## src/sv/imadec_pkg.sv

```systemverilog
package imadec_pkg;

  localparam int MAX_CHANNELS = 2;
  localparam int FRAME_DEPTH = 8 * MAX_CHANNELS;
  localparam int FRAME_AW = $clog2(FRAME_DEPTH);
  localparam int CH_W = (MAX_CHANNELS > 1) ? $clog2(MAX_CHANNELS) : 1;
  localparam logic [6:0] STEP_MAX = 7'd88;

  typedef enum logic [1:0] {
    CFG_CHANNELS          = 2'd0,
    CFG_BLOCK_ALIGN       = 2'd1,
    CFG_SAMPLES_PER_BLOCK = 2'd2
  } cfg_reg_t;

  typedef enum logic [2:0] {
    S_IDLE,
    S_HDR,
    S_DEC_LO,
    S_DEC_HI,
    S_EMIT
  } fsm_state_t;

  typedef struct packed {
    logic [7:0] data_byte;
    logic       start_of_data;
  } in_item_t;

  typedef struct packed {
    logic signed [15:0] sample;
    logic               channel;
    logic               last_of_run;
  } out_item_t;

  function automatic logic signed [4:0] index_adjust(input logic [3:0] nib);
    logic signed [4:0] adj;
    case (nib[2:0])
      3'd4:    adj = 5'sd2;
      3'd5:    adj = 5'sd4;
      3'd6:    adj = 5'sd6;
      3'd7:    adj = 5'sd8;
      default: adj = -5'sd1;
    endcase
    return adj;
  endfunction

  function automatic logic [14:0] step_size(input logic [6:0] idx);
    logic [14:0] s;
    case (idx)
      7'd0: s = 15'd7;       7'd1: s = 15'd8;       7'd2: s = 15'd9;
      7'd3: s = 15'd10;      7'd4: s = 15'd11;      7'd5: s = 15'd12;
      7'd6: s = 15'd13;      7'd7: s = 15'd14;      7'd8: s = 15'd16;
      7'd9: s = 15'd17;      7'd10: s = 15'd19;     7'd11: s = 15'd21;
      7'd12: s = 15'd23;     7'd13: s = 15'd25;     7'd14: s = 15'd28;
      7'd15: s = 15'd31;     7'd16: s = 15'd34;     7'd17: s = 15'd37;
      7'd18: s = 15'd41;     7'd19: s = 15'd45;     7'd20: s = 15'd50;
      7'd21: s = 15'd55;     7'd22: s = 15'd60;     7'd23: s = 15'd66;
      7'd24: s = 15'd73;     7'd25: s = 15'd80;     7'd26: s = 15'd88;
      7'd27: s = 15'd97;     7'd28: s = 15'd107;    7'd29: s = 15'd118;
      7'd30: s = 15'd130;    7'd31: s = 15'd143;    7'd32: s = 15'd157;
      7'd33: s = 15'd173;    7'd34: s = 15'd190;    7'd35: s = 15'd209;
      7'd36: s = 15'd230;    7'd37: s = 15'd253;    7'd38: s = 15'd279;
      7'd39: s = 15'd307;    7'd40: s = 15'd337;    7'd41: s = 15'd371;
      7'd42: s = 15'd408;    7'd43: s = 15'd449;    7'd44: s = 15'd494;
      7'd45: s = 15'd544;    7'd46: s = 15'd598;    7'd47: s = 15'd658;
      7'd48: s = 15'd724;    7'd49: s = 15'd796;    7'd50: s = 15'd876;
      7'd51: s = 15'd963;    7'd52: s = 15'd1060;   7'd53: s = 15'd1166;
      7'd54: s = 15'd1282;   7'd55: s = 15'd1411;   7'd56: s = 15'd1552;
      7'd57: s = 15'd1707;   7'd58: s = 15'd1878;   7'd59: s = 15'd2066;
      7'd60: s = 15'd2272;   7'd61: s = 15'd2499;   7'd62: s = 15'd2749;
      7'd63: s = 15'd3024;   7'd64: s = 15'd3327;   7'd65: s = 15'd3660;
      7'd66: s = 15'd4026;   7'd67: s = 15'd4428;   7'd68: s = 15'd4871;
      7'd69: s = 15'd5358;   7'd70: s = 15'd5894;   7'd71: s = 15'd6484;
      7'd72: s = 15'd7132;   7'd73: s = 15'd7845;   7'd74: s = 15'd8630;
      7'd75: s = 15'd9493;   7'd76: s = 15'd10442;  7'd77: s = 15'd11487;
      7'd78: s = 15'd12635;  7'd79: s = 15'd13899;  7'd80: s = 15'd15289;
      7'd81: s = 15'd16818;  7'd82: s = 15'd18500;  7'd83: s = 15'd20350;
      7'd84: s = 15'd22385;  7'd85: s = 15'd24623;  7'd86: s = 15'd27086;
      7'd87: s = 15'd29794;  7'd88: s = 15'd32767;
      default: s = 15'd32767;
    endcase
    return s;
  endfunction

endpackage

```

## src/sv/ima_adpcm_block_decoder.sv

```systemverilog
// Header bytes other than the last one per block are absorbed without leaving the idle state.
// A data byte passes the transfer, then goes one nibble per cycle through the decoder (S_DEC_LO, then S_DEC_HI).
// A byte that closes a group leads to S_EMIT, which reads the samples out of the
// frame memory (up to 8 or 16 samples); the last header byte leads to S_HDR, which emits each channel's predictor.
// Synchronous active-high reset restores the default configuration and clears
// the position, predictors and step indexes; the frame memory is not cleared.
module ima_adpcm_block_decoder (
  input  logic                 clk,
  input  logic                 rst,
  input  logic                 in_valid,
  output logic                 in_stall,
  input  imadec_pkg::in_item_t in_data,
  output logic                 out_valid,
  input  logic                 out_stall,
  output imadec_pkg::out_item_t out_data,
  input  logic                 cfg_we,
  input  logic [1:0]           cfg_index,
  input  logic [15:0]          cfg_data
);

  imadec_pkg::fsm_state_t state, state_next;

  logic [1:0]  chans;
  logic [15:0] align;
  logic [15:0] spb;
  logic [15:0] byte_pos;
  logic [15:0] samples_emitted;
  logic [15:0] predictor [imadec_pkg::MAX_CHANNELS];
  logic [6:0]  step_index [imadec_pkg::MAX_CHANNELS];

  logic [7:0]  cur_byte;
  logic [imadec_pkg::CH_W-1:0] dch;
  logic [1:0]  dsub;
  logic        group_end;
  logic [imadec_pkg::CH_W-1:0] hdr_cnt;
  logic [imadec_pkg::FRAME_AW-1:0] emit_k;
  logic        rd_pending;

  logic [15:0] fstore [imadec_pkg::FRAME_DEPTH];
  logic [15:0] fs_rdata;
  logic        fs_we, fs_re;
  logic [imadec_pkg::FRAME_AW-1:0] fs_waddr, fs_raddr;

  // Input decode at acceptance.
  logic        in_accept;
  logic [15:0] pos;
  logic [16:0] pos_inc;
  logic [15:0] pos_next;
  logic [3:0]  hdr_len;
  logic [2:0]  grp_mask;
  logic [2:0]  grp_off;
  logic [15:0] grp_start;
  logic        cfg_ok, is_hdr, fits, below;
  logic        acc_hdr, acc_hdr_last, acc_data;
  logic        stereo;

  always_comb begin
    stereo    = (chans == 2'd2);
    in_accept = in_valid && !in_stall;
    pos       = in_data.start_of_data ? 16'd0 : byte_pos;
    pos_inc   = {1'b0, pos} + 17'd1;
    pos_next  = (pos_inc >= {1'b0, align}) ? 16'd0 : pos_inc[15:0];
    hdr_len   = stereo ? 4'd8 : 4'd4;
    grp_mask  = stereo ? 3'd7 : 3'd3;
    grp_off   = pos[2:0] & grp_mask;
    grp_start = {pos[15:3], pos[2:0] & ~grp_mask};
    cfg_ok    = ((chans == 2'd1) || stereo) && (align >= {12'd0, hdr_len});
    is_hdr    = (pos < {12'd0, hdr_len});
    fits      = ({1'b0, grp_start} + {13'd0, hdr_len}) <= {1'b0, align};
    below     = (spb == 16'd0) || (samples_emitted < spb);
    acc_hdr      = in_accept && cfg_ok && is_hdr;
    acc_hdr_last = acc_hdr && (pos[3:0] == (hdr_len - 4'd1));
    acc_data     = in_accept && cfg_ok && !is_hdr && fits && below;
  end

  // Shared nibble decode unit.
  logic [3:0]  nib;
  logic [imadec_pkg::CH_W-1:0] pred_sel;
  logic [15:0] pred_rd;
  logic [6:0]  si;
  logic [14:0] step;
  logic [16:0] diff;
  logic signed [17:0] pext, dext, vsum;
  logic [15:0] pred_new;
  logic signed [8:0] ni;
  logic [6:0]  si_new;

  always_comb begin
    nib      = (state == imadec_pkg::S_DEC_HI) ? cur_byte[7:4] : cur_byte[3:0];
    pred_sel = (state == imadec_pkg::S_HDR) ? hdr_cnt : dch;
    pred_rd  = predictor[pred_sel];
    si       = step_index[dch];
    step     = imadec_pkg::step_size(si);
    diff     = {5'd0, step[14:3]}
             + (nib[2] ? {2'd0, step} : 17'd0)
             + (nib[1] ? {3'd0, step[14:1]} : 17'd0)
             + (nib[0] ? {4'd0, step[14:2]} : 17'd0);
    pext     = signed'({{2{pred_rd[15]}}, pred_rd});
    dext     = signed'({1'b0, diff});
    vsum     = nib[3] ? (pext - dext) : (pext + dext);
    if (vsum > 18'sd32767) begin
      pred_new = 16'h7FFF;
    end else if (vsum < -18'sd32768) begin
      pred_new = 16'h8000;
    end else begin
      pred_new = vsum[15:0];
    end
    ni = signed'({2'd0, si}) + 9'(imadec_pkg::index_adjust(nib));
    if (ni < 9'sd0) begin
      si_new = 7'd0;
    end else if (ni > 9'sd88) begin
      si_new = imadec_pkg::STEP_MAX;
    end else begin
      si_new = ni[6:0];
    end
  end

  // Readout control.
  logic        out_free;
  logic        hdr_load, hdr_last;
  logic        emit_load, emit_last, frame_end;
  logic [2:0]  emit_s;
  logic        emit_c;
  logic [15:0] se_inc;
  logic        below_after;
  logic        dec_active;

  always_comb begin
    out_free    = !out_valid || !out_stall;
    hdr_last    = (hdr_cnt == imadec_pkg::CH_W'(stereo));
    hdr_load    = (state == imadec_pkg::S_HDR) && out_free;
    emit_s      = stereo ? emit_k[3:1] : emit_k[2:0];
    emit_c      = stereo ? emit_k[0] : 1'b0;
    frame_end   = !stereo || emit_k[0];
    se_inc      = (samples_emitted == 16'hFFFF) ? samples_emitted : samples_emitted + 16'd1;
    below_after = (spb == 16'd0) || (se_inc < spb);
    emit_last   = frame_end && ((emit_s == 3'd7) || !below_after);
    emit_load   = (state == imadec_pkg::S_EMIT) && rd_pending && out_free;
    fs_re       = (state == imadec_pkg::S_EMIT) && (!rd_pending || (emit_load && !emit_last));
    fs_raddr    = rd_pending ? emit_k + 1'b1 : emit_k;
    dec_active  = (state == imadec_pkg::S_DEC_LO) || (state == imadec_pkg::S_DEC_HI);
    fs_we       = dec_active;
    fs_waddr    = stereo ? {dsub, (state == imadec_pkg::S_DEC_HI), dch}
                         : {1'b0, dsub, (state == imadec_pkg::S_DEC_HI)};
    in_stall    = (state != imadec_pkg::S_IDLE);
  end

  always_comb begin
    state_next = state;
    unique case (state)
      imadec_pkg::S_IDLE: begin
        if (acc_hdr_last) begin
          state_next = imadec_pkg::S_HDR;
        end else if (acc_data) begin
          state_next = imadec_pkg::S_DEC_LO;
        end
      end
      imadec_pkg::S_HDR: begin
        if (hdr_load && hdr_last) begin
          state_next = imadec_pkg::S_IDLE;
        end
      end
      imadec_pkg::S_DEC_LO: state_next = imadec_pkg::S_DEC_HI;
      imadec_pkg::S_DEC_HI: begin
        state_next = group_end ? imadec_pkg::S_EMIT : imadec_pkg::S_IDLE;
      end
      imadec_pkg::S_EMIT: begin
        if (emit_load && emit_last) begin
          state_next = imadec_pkg::S_IDLE;
        end
      end
      default: state_next = imadec_pkg::S_IDLE;
    endcase
  end

  always_ff @(posedge clk) begin
    if (fs_we) begin
      fstore[fs_waddr] <= pred_new;
    end
    if (fs_re) begin
      fs_rdata <= fstore[fs_raddr];
    end
  end

  always_ff @(posedge clk) begin
    if (in_accept) begin
      cur_byte  <= in_data.data_byte;
      dch       <= stereo ? grp_off[2] : 1'b0;
      dsub      <= grp_off[1:0];
      group_end <= ({1'b0, grp_off} == (hdr_len - 4'd1));
    end
    if (hdr_load || emit_load) begin
      out_data.sample      <= hdr_load ? pred_rd : fs_rdata;
      out_data.channel     <= hdr_load ? hdr_cnt : emit_c;
      out_data.last_of_run <= hdr_load ? hdr_last : emit_last;
    end
  end

  always_ff @(posedge clk) begin
    if (rst) begin
      state           <= imadec_pkg::S_IDLE;
      chans           <= 2'd1;
      align           <= 16'd256;
      spb             <= 16'd0;
      byte_pos        <= 16'd0;
      samples_emitted <= 16'd0;
      for (int c = 0; c < imadec_pkg::MAX_CHANNELS; c++) begin
        predictor[c]  <= 16'd0;
        step_index[c] <= 7'd0;
      end
      hdr_cnt    <= '0;
      emit_k     <= '0;
      rd_pending <= 1'b0;
      out_valid  <= 1'b0;
    end else begin
      state <= state_next;
      if (cfg_we) begin
        case (cfg_index)
          imadec_pkg::CFG_CHANNELS:          chans <= cfg_data[1:0];
          imadec_pkg::CFG_BLOCK_ALIGN:       align <= cfg_data;
          imadec_pkg::CFG_SAMPLES_PER_BLOCK: spb   <= cfg_data;
          default: ;
        endcase
      end
      if (in_accept) begin
        byte_pos <= pos_next;
      end
      if (acc_hdr) begin
        case (pos[1:0])
          2'd0: predictor[pos[2]][7:0]  <= in_data.data_byte;
          2'd1: predictor[pos[2]][15:8] <= in_data.data_byte;
          2'd2: step_index[pos[2]] <= (in_data.data_byte > 8'd88) ? imadec_pkg::STEP_MAX
                                                                  : in_data.data_byte[6:0];
          default: ;
        endcase
      end
      if (dec_active) begin
        predictor[dch]  <= pred_new;
        step_index[dch] <= si_new;
      end
      if (acc_hdr_last) begin
        hdr_cnt <= '0;
      end else if (hdr_load && !hdr_last) begin
        hdr_cnt <= hdr_cnt + 1'b1;
      end
      if (state == imadec_pkg::S_DEC_HI) begin
        emit_k <= '0;
      end else if (emit_load && !emit_last) begin
        emit_k <= emit_k + 1'b1;
      end
      if (fs_re) begin
        rd_pending <= 1'b1;
      end else if (emit_load) begin
        rd_pending <= 1'b0;
      end
      if (hdr_load && hdr_last) begin
        samples_emitted <= 16'd1;
      end else if (emit_load && frame_end) begin
        samples_emitted <= se_inc;
      end
      if (hdr_load || emit_load) begin
        out_valid <= 1'b1;
      end else if (!out_stall) begin
        out_valid <= 1'b0;
      end
    end
  end

  a_dec_pair: assert property (@(posedge clk) disable iff (rst)
    state == imadec_pkg::S_DEC_LO |=> state == imadec_pkg::S_DEC_HI)
    else $error("low nibble decode not followed by high nibble decode");

  a_step_range: assert property (@(posedge clk) disable iff (rst)
    step_index[0] <= imadec_pkg::STEP_MAX && step_index[1] <= imadec_pkg::STEP_MAX)
    else $error("step index out of range");

  a_mono_frames: assert property (@(posedge clk) disable iff (rst)
    state == imadec_pkg::S_EMIT && chans == 2'd1 |-> !emit_k[3])
    else $error("mono readout beyond eight frames");

  a_emit_entry: assert property (@(posedge clk) disable iff (rst)
    $rose(state == imadec_pkg::S_EMIT) |-> !rd_pending && emit_k == '0)
    else $error("readout started with stale read state");

endmodule
```

## config.mk

```make
export PLATFORM = sky130hd
export DESIGN_NAME = ima_adpcm_block_decoder
export DESIGN_NICKNAME = d
export VERILOG_FILES = /design/src/sv/imadec_pkg.sv /design/src/sv/ima_adpcm_block_decoder.sv
export SDC_FILE = /design/constraint.sdc
export NUM_CORES = 1
export LEC_CHECK = 0
export BUFFER_PORTS_ARGS = -buffer_cell sky130_fd_sc_hd__buf_2
export CORE_UTILIZATION = 45
export CTS_BUF_LIST = sky130_fd_sc_hd__clkbuf_4
export CTS_CLUSTER_SIZE = 14
export DETAILED_ROUTE_END_ITERATION = 6
export GPL_ROUTABILITY_DRIVEN = 1
export GPL_TIMING_DRIVEN = 0
export PLACE_DENSITY = 0.57
export SYNTH_ARGS = -nofsm -noshare
export SYNTH_HDL_FRONTEND = slang
export SYNTH_SLANG_ARGS = --single-unit
```

## constraint.sdc

```tcl
create_clock -name clk -period 21.1 [get_ports clk]
set_input_delay 4.22 -clock clk [delete_from_list [all_inputs] [get_ports clk]]
set_output_delay 4.22 -clock clk [all_outputs]
set_load 0.005 [all_outputs]
```

==> results.md, run 1 <==
* All-Layer GR Usage at 24.7%
* Final Setup Violations at 0
* Post-Route Skew at 0.0669 ns
* Max Freq at 0.0807 GHz
* Layout area overhead at 11.3%
* Worst-path clk slew at 0.06 ns
* Design area at 0.0267 mm^2
* Static leakage at 0.0101 uW
* Clock root cell: clkbuf_4
* CTS H-tree lvls at 3
* Worst Path Required at 21.54 ns
* Worst rel slew slack at 11.6%
* Power Density at 95.9 mW/mm^2
* Hpwl dp at 48,800 um
* RSZ-0062 raised after global routing: false
* Worst Setup End Kind: flop
* Syn Nets at 2,292
* Crit path time final at 12.40 ns
* Fraction of the cycle the final worst path needs at 58.7%
* Die Span Y at 233 um
* Core area at 0.0526 mm^2
* Post_cts resized at 0
* Die area at 0.0541 mm^2
* Initial DRT Pass Iterations at 7
* Initial Util at 45.6%
* DR iter-0 viols at 1,466
* Worst EP arrival at 12.84 ns
* Commonest cells in the netlist: edfxtp_1, nand2_1, nor2_1
* Netlist cell types at 77
* Top_reg_cell synth: edfxtp_1
* Port buffer count at 49
* Gpl congestion at 0.902
* Status: complete, no violations
* Maxcap violations at 0
* Hold Vio Cnt, Final at 0
* # IOs at 52
* TritonCTS Buffers at 104
* Post-route ant nets at 0
* CP max stage delay at 1.11 ns
* M1 wire length at 28,600 um
* CTS tree: yes
* Setup CP Type: reg -> reg
* Routed vias at 17,623
* Worst skew pair latency at 0.87 ns
* Top delay family on crit path: simple AND/OR/NAND/NOR gates
* Max clock buf depth at 3
* Placement Cell Area at 0.0254 mm^2
* Async S/R FF share, synth at 0%
* Cell area after synthesis at 0.0239 mm^2
* WL final at 65,900 um
* Crit start category: flop
* Worst-Margin Slew at 1.29 ns
* Fraction of the yosys area taken by sequential cells at 50.1%
* Dominant cells by area after synthesis: edfxtp_1, mux4_2, ha_1
* Share of post-route cells with drive strength above 1 at 15.6%
* Number of global-route vias before repair at 17,633
* First-pass GRT wire length at 102,000 um
* DR top layer: met4
* Die width at 233 um
* Worst path bufs/invs at 6
* Syn avg cell area at 11.4 um^2
* Count of clock tree sinks at 425
* Cell taking the most area after synthesis: edfxtp_1
* #FFs+latches synth at 425
* Post-CTS setup buffers at 0
* Worst hold-check path type: reg -> reg
* Critical path's slowest cell: mux2i_1
* DRC viols at 0
* GR Overflow Total at 0
* Post-CTS Hold Buffers at 0
* Layout fillers at 4,761
* Max-slew violations at 0
* Yosys warns at 0
* Initial antenna violation count at 2
* Layout Nets at 2,471
* Met3 Routed Length at 3560 um
* Largest net degree at the start of global routing at 19
* Synth top area share at 43.6%
* Post-Synthesis Cells at 2,096
* Met2 wire len at 31,700 um
* Vias per inst at 5.82
* DR WL/cell at 21.8 um
* Setup TNS at 0 ns
* Num rows at 84
* Most frequent cell after synthesis: edfxtp_1
* Power, Total at 2560 uW
* CP Max Fanout at 16
* VDD IR max at 0.0000633 V
* Post-synth EDFFs at 348
-- routing by layer --
metal	vias to the layer above	global-route usage [%]
met4	0	9.40
met1	8674	32.6
met3	134	3.52
met5	-	0
li1	8227	-
met2	588	41.3
-- tightest hold or removal path, stage by stage, from the launching register on --
cell and delay (ns):
dfxtp_1 0.31, nand2_1 0.05, a21oi_1 0.05
-- area by class of cell --
cell class	instances	area (um^2)	share of cell area (%)
multi-input combinational	1466	11300	42.2
sequential	425	12000	45.0
clock buffer	143	1070	4.03
clock inverter	23	160	0.601
buffer	97	398	1.49
antenna	3	7.51	0.0282
tap	688	861	3.23
timing repair buffer	73	512	1.92
inverter	108	405	1.52
-- power by group --
| part | switching [uW] | total, uW | internal [uW] |
|---|---|---|---|
| combinational | 552 | 785 | 233 |
| sequential | 3.51 | 1110 | 1110 |
| clock | 323 | 658 | 335 |
| total | 878 | 2560 | 1680 |
-- kinds of logic (layout without fill, tap and decap cells) --
group	after synthesis	after routing	share of synthesized area, %
DFF	425	425	50.1
AOI/OAI and AO/OA	464	464	12.6
buffers and inverters	205	444	3.35
adders and majority gates	164	164	9.45
and+or+nand+nor	629	629	12.0
muxes	118	118	9.21
xor gates and xnor gates	91	91	3.39
other	0	3	0
-- per-stage QoR --
| stage | instances | setup WS (ns) | utilization [%] | hold slack (ns) |
|---|---|---|---|---|
| finish | 3026 | 8.70 | 50.7 | 0.467 |
| global route | 3025 | 7.97 | 50.7 | 0.475 |
| CTS | 3023 | 8.81 | 50.7 | 0.468 |
| detailed placement | 2857 | 8.87 | 48.4 | 0.457 |
| global placement | 2833 | 8.11 | 47.7 | 0.449 |
| floorplan | 2096 | 11.90 | - | 0.436 |
-- worst paths after layout --
check	start	end	slack (ns)	cells after the start
hold reg to reg	align[2]$_SDFFE_PP0P_	align[2]$_SDFFE_PP0P_	0.47	2
hold / removal	align[2]$_SDFFE_PP0P_	align[2]$_SDFFE_PP0P_	0.47	2
setup reg to reg	flop	fstore[2][0]$_DFFE_PP_	8.70	35
setup / recovery	flop	fstore[2][0]$_DFFE_PP_	8.70	35
-- layout by cell type, fill, tap and decap left out, drive strengths merged, types with 17 or more instances in the layout --
master    n
mux2     18
dfxtp    77
a21oi   145
nand2   249
nor3     37
or3      18
nand3    29
buf      87
nand4    20
fa       28
a31oi    26
inv     109
nand2b   27
nor2    165
clkbuf  226
xnor2    49
a211oi   46
xor2     42
ha      136
clkinv   20
mux4     80
mux2i    20
nor4     17
a21o     40
o21ai    89
edfxtp  348
-- registers in the layout, summed over array words and instances, names as in the netlist, 16 cells and up, named ones only --
register	cells
align	16
byte_pos	16
fs_rdata	16
fstore	256
out_data	18
predictor	32
samples_emitted	16
spb	16
(Power assumes the default switching activity.)
==> inputs of run 2 (changes only) <==
--- a/config.mk
+++ b/config.mk
@@ -12,7 +12,7 @@
 export DETAILED_ROUTE_END_ITERATION = 6
 export GPL_ROUTABILITY_DRIVEN = 1
 export GPL_TIMING_DRIVEN = 0
-export PLACE_DENSITY = 0.57
+export PLACE_DENSITY = 0.6
 export SYNTH_ARGS = -nofsm -noshare
 export SYNTH_HDL_FRONTEND = slang
 export SYNTH_SLANG_ARGS = --single-unit
==> constraint.sdc (replaced) <==
create_clock -name clk -period 10.2 [get_ports clk]
set_input_delay 2.04 -clock clk [delete_from_list [all_inputs] [get_ports clk]]
set_output_delay 2.04 -clock clk [all_outputs]
set_load 0.005 [all_outputs]
==> run 2 against run 1 <==
  * The run now ends with DRC left
  * Clock skew fell by 0.0033 ns
  * Critical path depth rose by 1
  * Worst hold slack improved by 0.0037 ns
  * Critical endpoint is now fstore[0][12]$_DFFE_PP_
==> results.md, run 2 (synthesis gave the netlist of run 1 again) <==
* Status: finished with violations
* Failing checks: DRC
* DR WL/cell at 21.5 um (-1.2%)
* Crit path capture: fstore[0][12]$_DFFE_PP_
* Switch Pwr at 1890 uW (+110%)
* Path depth of the worst reg2reg path at 36 (+2.9%)
* Flop2flop setup slack at 0.43 ns (-8.27 ns)
* Setup CP Type: reg -> reg
* Core area at 0.0526 mm^2 (unchanged)
* Num rows at 84 (unchanged)
* # IOs at 52 (unchanged)
* Reg area at 0.0120 mm^2 (about the same)
* All-Layer GR Usage at 24.8% (about the same)
* Worst Path Required at 10.71 ns (-10.83 ns)
* Layout fillers at 4,699 (-1.3%)
* Multi-input logic area at 0.0114 mm^2 (+1.6%)
* Max FFs per register at 256 (unchanged)
* WL final at 65,800 um (-0.12%)
* Max-slew violations at 0 (unchanged)
* Routed vias at 17,769 (+0.83%)
* Layout area overhead at 12.8%
* Hold Vio Cnt, Final at 0 (unchanged)
* Count of clock tree sinks at 425 (unchanged)
* Vias per inst at 5.81 (-0.26%)
* Initial antenna violation count at 6 (+4)
* Post-route ant nets at 0 (unchanged)
* Power share of the combinational group at 31.7% (+1.0 points)
* Commonest non-fill, non-tap cell in the layout: edfxtp_1
* Critical path's slowest cell: fa_1
* Initial DRT Pass Iterations at 7 (unchanged)
* Crit start category: flop
* Initial Util at 45.6% (unchanged)
* CP Max Fanout at 16 (unchanged)
* Layout Nets at 2,476 (+0.20%)
* Post-CTS Hold Buffers at 0 (unchanged)
* Worst hold-check path type: reg -> reg
* Max clock buf depth at 3 (unchanged)
* Max Freq at 0.102 GHz (+27%)
* DRC viols at 3 (+3)
* Worst EP arrival at 10.28 ns (-2.56 ns)
* Largest net degree at the start of global routing at 19 (unchanged)
* Largest reg by FF count: fstore
* Number of global-route vias before repair at 18,065 (+2.4%)
* Static leakage at 0.0103 uW (+1.4%)
* Worst-path clk slew at 0.07 ns (about the same)
* Power, Total at 5400 uW (+110%)
* Flop pwr share at 42.6% (-1.0 points)
* Hpwl dp at 48,500 um (-0.66%)
* Share of power burned in the clock network at 25.8% (about the same)
* Switching Share at 34.9% (+0.58 points)
* Maxcap violations at 0 (unchanged)
* CTS tree: yes
* DR iter-0 viols at 1,832 (+25%)
* Setup TNS at 0 ns (unchanged)
* RSZ-0062 raised after global routing: false
* Final core occ at 51.4% (+0.67 points)
* Die area at 0.0541 mm^2 (unchanged)
* CP max stage delay at 0.52 ns (-0.59 ns)
* Clock root cell: clkbuf_4
* Worst R2R End: fstore[0][12]$_DFFE_PP_
* Port buffer count at 49 (unchanged)
* Pint at 3510 uW (+110%)
* Die width at 233 um (unchanged)
* GR Overflow Total at 0 (unchanged)
* Crit path time final at 9.77 ns (-2.63 ns)
* Worst rel slew slack at 13.3% (+1.7 points)
* VDD IR max at 0.000122 V (+93%)
* CTS H-tree lvls at 3 (unchanged)
* Placement Cell Area at 0.0254 mm^2 (about the same)
* Worst Setup End Kind: flop
* Commonest cells after routing, fill and taps aside: edfxtp_1, nand2_1, nor2_1
* Die Span Y at 233 um (unchanged)
* TritonCTS Buffers at 103 (-0.96%)
* Worst skew pair latency at 0.86 ns (about the same)
* Final Setup Violations at 0 (unchanged)
* Share of post-route cells with drive strength above 1 at 17.9% (+2.3 points)
* Gpl congestion at 0.940 (+4.2%)
* Top flop regs: fstore: 256 flops, predictor: 32 flops, out_data: 18 flops
* Design area at 0.0270 mm^2 (+1.3%)
* Post-Route Skew at 0.0636 ns (-0.00326 ns)
* Fraction of the cycle the final worst path needs at 95.8% (+37 points)
* Worst-Margin Slew at 1.26 ns (-0.0246 ns)
* First-pass GRT wire length at 102,000 um (+0.71%)
* Power Density at 200 mW/mm^2 (+110%)
==> run 2: area by class of cell <==
type	instances	area share (%)
Inverter	108	1.51
Sequential cell	425	44.4
Clock buffer	149	4.14
Tap cell	688	3.19
Multi-Input combinational cell	1466	42.3
Antenna cell	4	0.0371
Buffer	94	1.49
Timing Repair Buffer	82	2.09
Clock inverter	43	0.811
==> run 2: routing by layer <==
layer  track usage, %  wire [um]  up-vias  part of all wire [%]
li1                 -          -     8272                     -
met1             32.0      27900     8680                    42
met2             41.0      31700      663                    48
met3             4.24       4050      146                   6.1
met4             10.3       2110        8                   3.2
met5            0.827        110        -                  0.17
==> run 2: worst min-delay path by stage <==
stage / start / endpoint / slack (ns) / cells after the start
after CTS: align[2]$_SDFFE_PP0P_ / align[2]$_SDFFE_PP0P_ / 0.47 / 2
final: align[9]$_SDFFE_PP0P_ / align[9]$_SDFFE_PP0P_ / 0.47 / 2
after detailed placement: align[2]$_SDFFE_PP0P_ / align[2]$_SDFFE_PP0P_ / 0.46 / 2
after global placement: align[9]$_SDFFE_PP0P_ / align[9]$_SDFFE_PP0P_ / 0.45 / 2
after global routing: align[9]$_SDFFE_PP0P_ / align[9]$_SDFFE_PP0P_ / 0.50 / 2
after floorplan: align[2]$_SDFFE_PP0P_ / align[2]$_SDFFE_PP0P_ / 0.44 / 2
==> run 2: power by group through the flow <==
stage | registers (uW) | clock network [uW] | logic (uW)
final | 2300 | 1390 | 1710
after global routing | 2300 | 1520 | 1890
after CTS | 2300 | 1430 | 1640
after detailed placement | 2340 | 0 | 1600
after global placement | 2340 | 0 | 1540
after floorplan | 2330 | 0 | 1130
==> run 2: repair_timing <==
action / in CTS / in global routing
gates resized for setup: 23 / 44
setup buffers: 0 / 10
endpoints found under the setup margin: 288 / 288
pin swaps: 0 / 1
==> run 2: through the flow <==
stage,cells,worst slack [ns],hold slack (ns)
2_1_floorplan,2096,1.00,0.436
3_3_place_gp,2833,-2.03,0.450
3_5_place_dp,2856,-1.66,0.460
4_1_cts,3047,0.0199,0.470
5_1_grt,3057,0.0232,0.496
6_report,3059,0.433,0.470
==> run 2: critical path: cells and delay by family (launching register included) <==
family | cells | cell delay (ns)
DFF | 1 | 0.41
and+or+nand+nor | 9 | 1.51
AOI/OAI and AO/OA | 12 | 3.25
adders and majority gates | 6 | 2.19
xor gates and xnor gates | 3 | 0.67
buffers and inverters | 5 | 1.18
muxes | 1 | 0.22
==> inputs of run 3 (changes only) <==
--- a/config.mk
+++ b/config.mk
@@ -5,6 +5,7 @@
 export SDC_FILE = /design/constraint.sdc
 export NUM_CORES = 1
 export LEC_CHECK = 0
+export ABC_AREA = 1
 export BUFFER_PORTS_ARGS = -buffer_cell sky130_fd_sc_hd__buf_2
 export CORE_UTILIZATION = 45
 export CTS_BUF_LIST = sky130_fd_sc_hd__clkbuf_4
@@ -12,7 +13,6 @@
 export DETAILED_ROUTE_END_ITERATION = 6
 export GPL_ROUTABILITY_DRIVEN = 1
 export GPL_TIMING_DRIVEN = 0
-export PLACE_DENSITY = 0.6
 export SYNTH_ARGS = -nofsm -noshare
 export SYNTH_HDL_FRONTEND = slang
 export SYNTH_SLANG_ARGS = --single-unit
==> run 3 against run 2 <==
  * The flow now finishes without violations
  * Core utilization fell by 0.57 points
  * Total power rose by 47%
  * Sequential share of layout area fell by 0.66 points
  * Critical path depth rose by 3
  * Combinational power rose by 120%
  * Clock skew rose by 0.035 ns
  * Worst setup slack improved by 0.28 ns
  * Register-to-register slack improved by 0.28 ns
  * First-iteration DRC count rose by 21%
  * Non-clock buffer count fell by 8
  * Sequential cell count did not move
  * Cell count rose by 21%
==> results.md, run 3 <==
* Compound-cell area share of the yosys netlist at 14.4% (+1.8 points)
* Max-slew violations at 0 (unchanged)
* Count of clock tree sinks at 425 (unchanged)
* DR iter-0 viols at 2,208 (+21%)
* Worst rel slew slack at 33.1% (+20 points)
* Dominant cells by area after synthesis: edfxtp_1, nand2_1, ha_1
* Final Setup Violations at 0 (unchanged)
* Commonest cells after routing, fill and taps aside: nand2_1, edfxtp_1, nor2_1
* Power Density at 289 mW/mm^2 (+45%)
* Post-CTS setup buffers at 0 (unchanged)
* VDD IR max at 0.000329 V (+170%)
* Commonest non-fill, non-tap cell in the layout: nand2_1
* Most frequent cell after synthesis: nand2_1
* Number of global-route vias before repair at 20,122 (+11%)
* # IOs at 52 (unchanged)
* Netlist cell types at 62 (-19%)
* Syn Nets at 2,924 (+28%)
* Post-route ant nets at 0 (unchanged)
* CP Max Fanout at 16 (unchanged)
* Switch Pwr at 3520 uW (+87%)
* Largest reg by FF count: fstore
* Fraction of the yosys area taken by sequential cells at 48.7% (-1.4 points)
* Initial antenna violation count at 2 (-4)
* Crit start category: flop
* RSZ-0062 raised after global routing: false
* Setup ws final at 0.710 ns (+0.277 ns)
* WL final at 75,100 um (+14%)
* Simple-gate share of the synthesized area at 18.2% (+6.2 points)
* All-Layer GR Usage at 27.0% (+2.2 points)
* Setup CP Type: reg -> reg
* Post-Synth Adder-Cell Area at 9.19% (-0.26 points)
* Core area at 0.0539 mm^2 (+2.6%)
* GR Overflow Total at 0 (unchanged)
* Hold Crit Depth at 2 (unchanged)
* Largest family of logic cells by synthesized area: simple AND/OR/NAND/NOR gates
* Crit path time final at 9.49 ns (-0.277 ns)
* Pint at 4410 uW (+26%)
* Worst EP arrival at 10.04 ns (-0.24 ns)
* Syn avg cell area at 9.02 um^2 (-21%)
* Commonest cells in the netlist: nand2_1, edfxtp_1, nor2_1
* Post_cts resized at 2 (-91%)
* Worst-Margin Slew at 1.00 ns (-0.263 ns)
* Layout Nets at 3,099 (+25%)
* CTS H-tree lvls at 3 (unchanged)
* DRC viols at 0 (-3)
* Static leakage at 0.0111 uW (+8.1%)
* Yosys warns at 0 (unchanged)
* Max FFs per register at 256 (unchanged)
* Die Span Y at 236 um (+1.4%)
* Hold Vio Cnt, Final at 0 (unchanged)
* Post-Synthesis Cells at 2,728 (+30%)
* Critical path's slowest cell: ha_1
* Worst Setup End Kind: flop
* Num rows at 85 (+1.2%)
* TritonCTS Buffers at 105 (+1.9%)
* Die area at 0.0556 mm^2 (+2.8%)
* Post-synth EDFFs at 348 (unchanged)
* Cell repeated most along the worst path: inv_1
* Cell taking the most area after synthesis: edfxtp_1
* Synth top area share at 42.5% (-1.2 points)
* Design area at 0.0274 mm^2 (+1.5%)
* Maxcap violations at 0 (unchanged)
* Largest net degree at the start of global routing at 20 (+1)
* Setup WS pre-CTS at -0.927 ns (+0.735 ns)
* Share of power burned in the clock network at 17.7% (-8.1 points)
* Post-CTS Hold Buffers at 0 (unchanged)
* CP max stage delay at 0.53 ns (about the same)
* Flop pwr share at 34.1% (-8.5 points)
* Max clock buf depth at 3 (unchanged)
* Multiplexer share of the synthesized area at 0.681% (-8.5 points)
* Top_reg_cell synth: edfxtp_1
* Vias per inst at 5.62 (-3.2%)
* Fraction of the cycle the final worst path needs at 93.0% (-2.7 points)
* Gpl congestion at 0.930 (-1.1%)
* Hpwl dp at 55,400 um (+14%)
* Worst-path clk slew at 0.06 ns (about the same)
* Post-Route Skew at 0.0983 ns (+0.0346 ns)
* CTS tree: yes
* Status: complete, no violations
* Power share of the combinational group at 48.2% (+17 points)
* Port buffer count at 51 (+4.1%)
* Placement Cell Area at 0.0260 mm^2 (+2.5%)
* Share of post-route cells with drive strength above 1 at 11.9% (-6.0 points)
* Initial DRT Pass Iterations at 5 (-2)
* DR WL/cell at 20.4 um (-5.4%)
* First-pass GRT wire length at 115,000 um (+12%)
* Max Freq at 0.105 GHz (+2.9%)
* Top flop regs: fstore: 256 flops, predictor: 32 flops, out_data: 18 flops
* Cell area after synthesis at 0.0246 mm^2 (+2.8%)
* Async S/R FF share, synth at 0% (unchanged)
* Clock root cell: clkbuf_4
* Worst Path Required at 10.75 ns (+0.04 ns)
* Routed vias at 20,731 (+17%)
* Layout area overhead at 11.4%
* Worst skew pair latency at 0.88 ns (+0.02 ns)
* #FFs+latches synth at 425 (unchanged)
* Initial Util at 45.6% (+0.081 points)
* Worst hold-check path type: reg -> reg
* Switching Share at 44.4% (+9.4 points)
* Xor-xnor portion of the synthesized cell area at 2.28% (-1.1 points)
* Path depth of the worst reg2reg path at 39 (+8.3%)
* Die width at 236 um (+1.4%)
[run 3: metal layers]
metal | routed length, um | global-route usage, % | up-vias
met2 | 34400 | 42.6 | 870
li1 | - | - | 9797
met3 | 5900 | 4.47 | 138
met5 | 0 | 0 | -
met4 | 1870 | 9.67 | 0
met1 | 32900 | 37.4 | 9926
[run 3: path summary, 6_finish.rpt]
check	start	endpoint	slack, ns
worst max-delay path	flop	fstore[12][0]$_DFFE_PP_	0.71
worst min register to register	byte_pos[0]$_SDFFE_PP0P_	byte_pos[0]$_SDFFE_PP0P_	0.47
worst max register to register	flop	fstore[12][0]$_DFFE_PP_	0.71
worst min-delay path	byte_pos[0]$_SDFFE_PP0P_	byte_pos[0]$_SDFFE_PP0P_	0.47
[run 3: logic make-up after synthesis]
family | count (synthesis)
compound gates | 612
simple gates | 1032
xor+xnor | 64
fa+ha+maj | 164
buf+inv | 416
mux | 15
flops | 425
[run 3: worst max-delay path, delay by kind of cell, from the launching register on]
family | cells | cell delay (ns)
AND/OR/NAND/NOR | 16 | 2.85
flip-flops | 1 | 0.30
XOR/XNOR | 1 | 0.12
AO/OA/AOI/OAI | 7 | 2.02
buffers and inverters | 10 | 1.55
adder cells (fa/ha/maj) | 5 | 2.37
[run 3: power groups by stage]
stage	Sequential, uW	Combinational, uW	Clock [uW]
after floorplan	2730	2530	0
after global placement	2750	3610	0
after detailed placement	2750	3700	0
after CTS	2710	3730	1430
after global routing	2700	4190	1520
final	2700	3830	1400
[run 3: through the flow]
step                hold slack [ns]  TNS [ns]  instances  util (%)  total power, uW
global route                  0.484         0       3688      50.8             8420
floorplan                     0.445         0       2728         -             5260
finish                        0.465         0       3688      50.8             7930
CTS                           0.467         0       3685      50.7             7870
global placement              0.453    -46.56       3475      47.7             6360
detailed placement            0.459    -39.00       3492      48.3             6450
[run 3: final cells by class]
| class | count | area (um^2) |
|---|---|---|
| Sequential cell | 425 | 12000 |
| Multi-Input combinational cell | 1887 | 11100 |
| Clock inverter | 45 | 218 |
| Clock buffer | 148 | 1110 |
| Antenna cell | 3 | 7.51 |
| Inverter | 316 | 1190 |
| Tap cell | 696 | 871 |
| Buffer | 100 | 424 |
| Fill cell | 5022 | 26500 |
| Timing Repair Buffer | 68 | 503 |
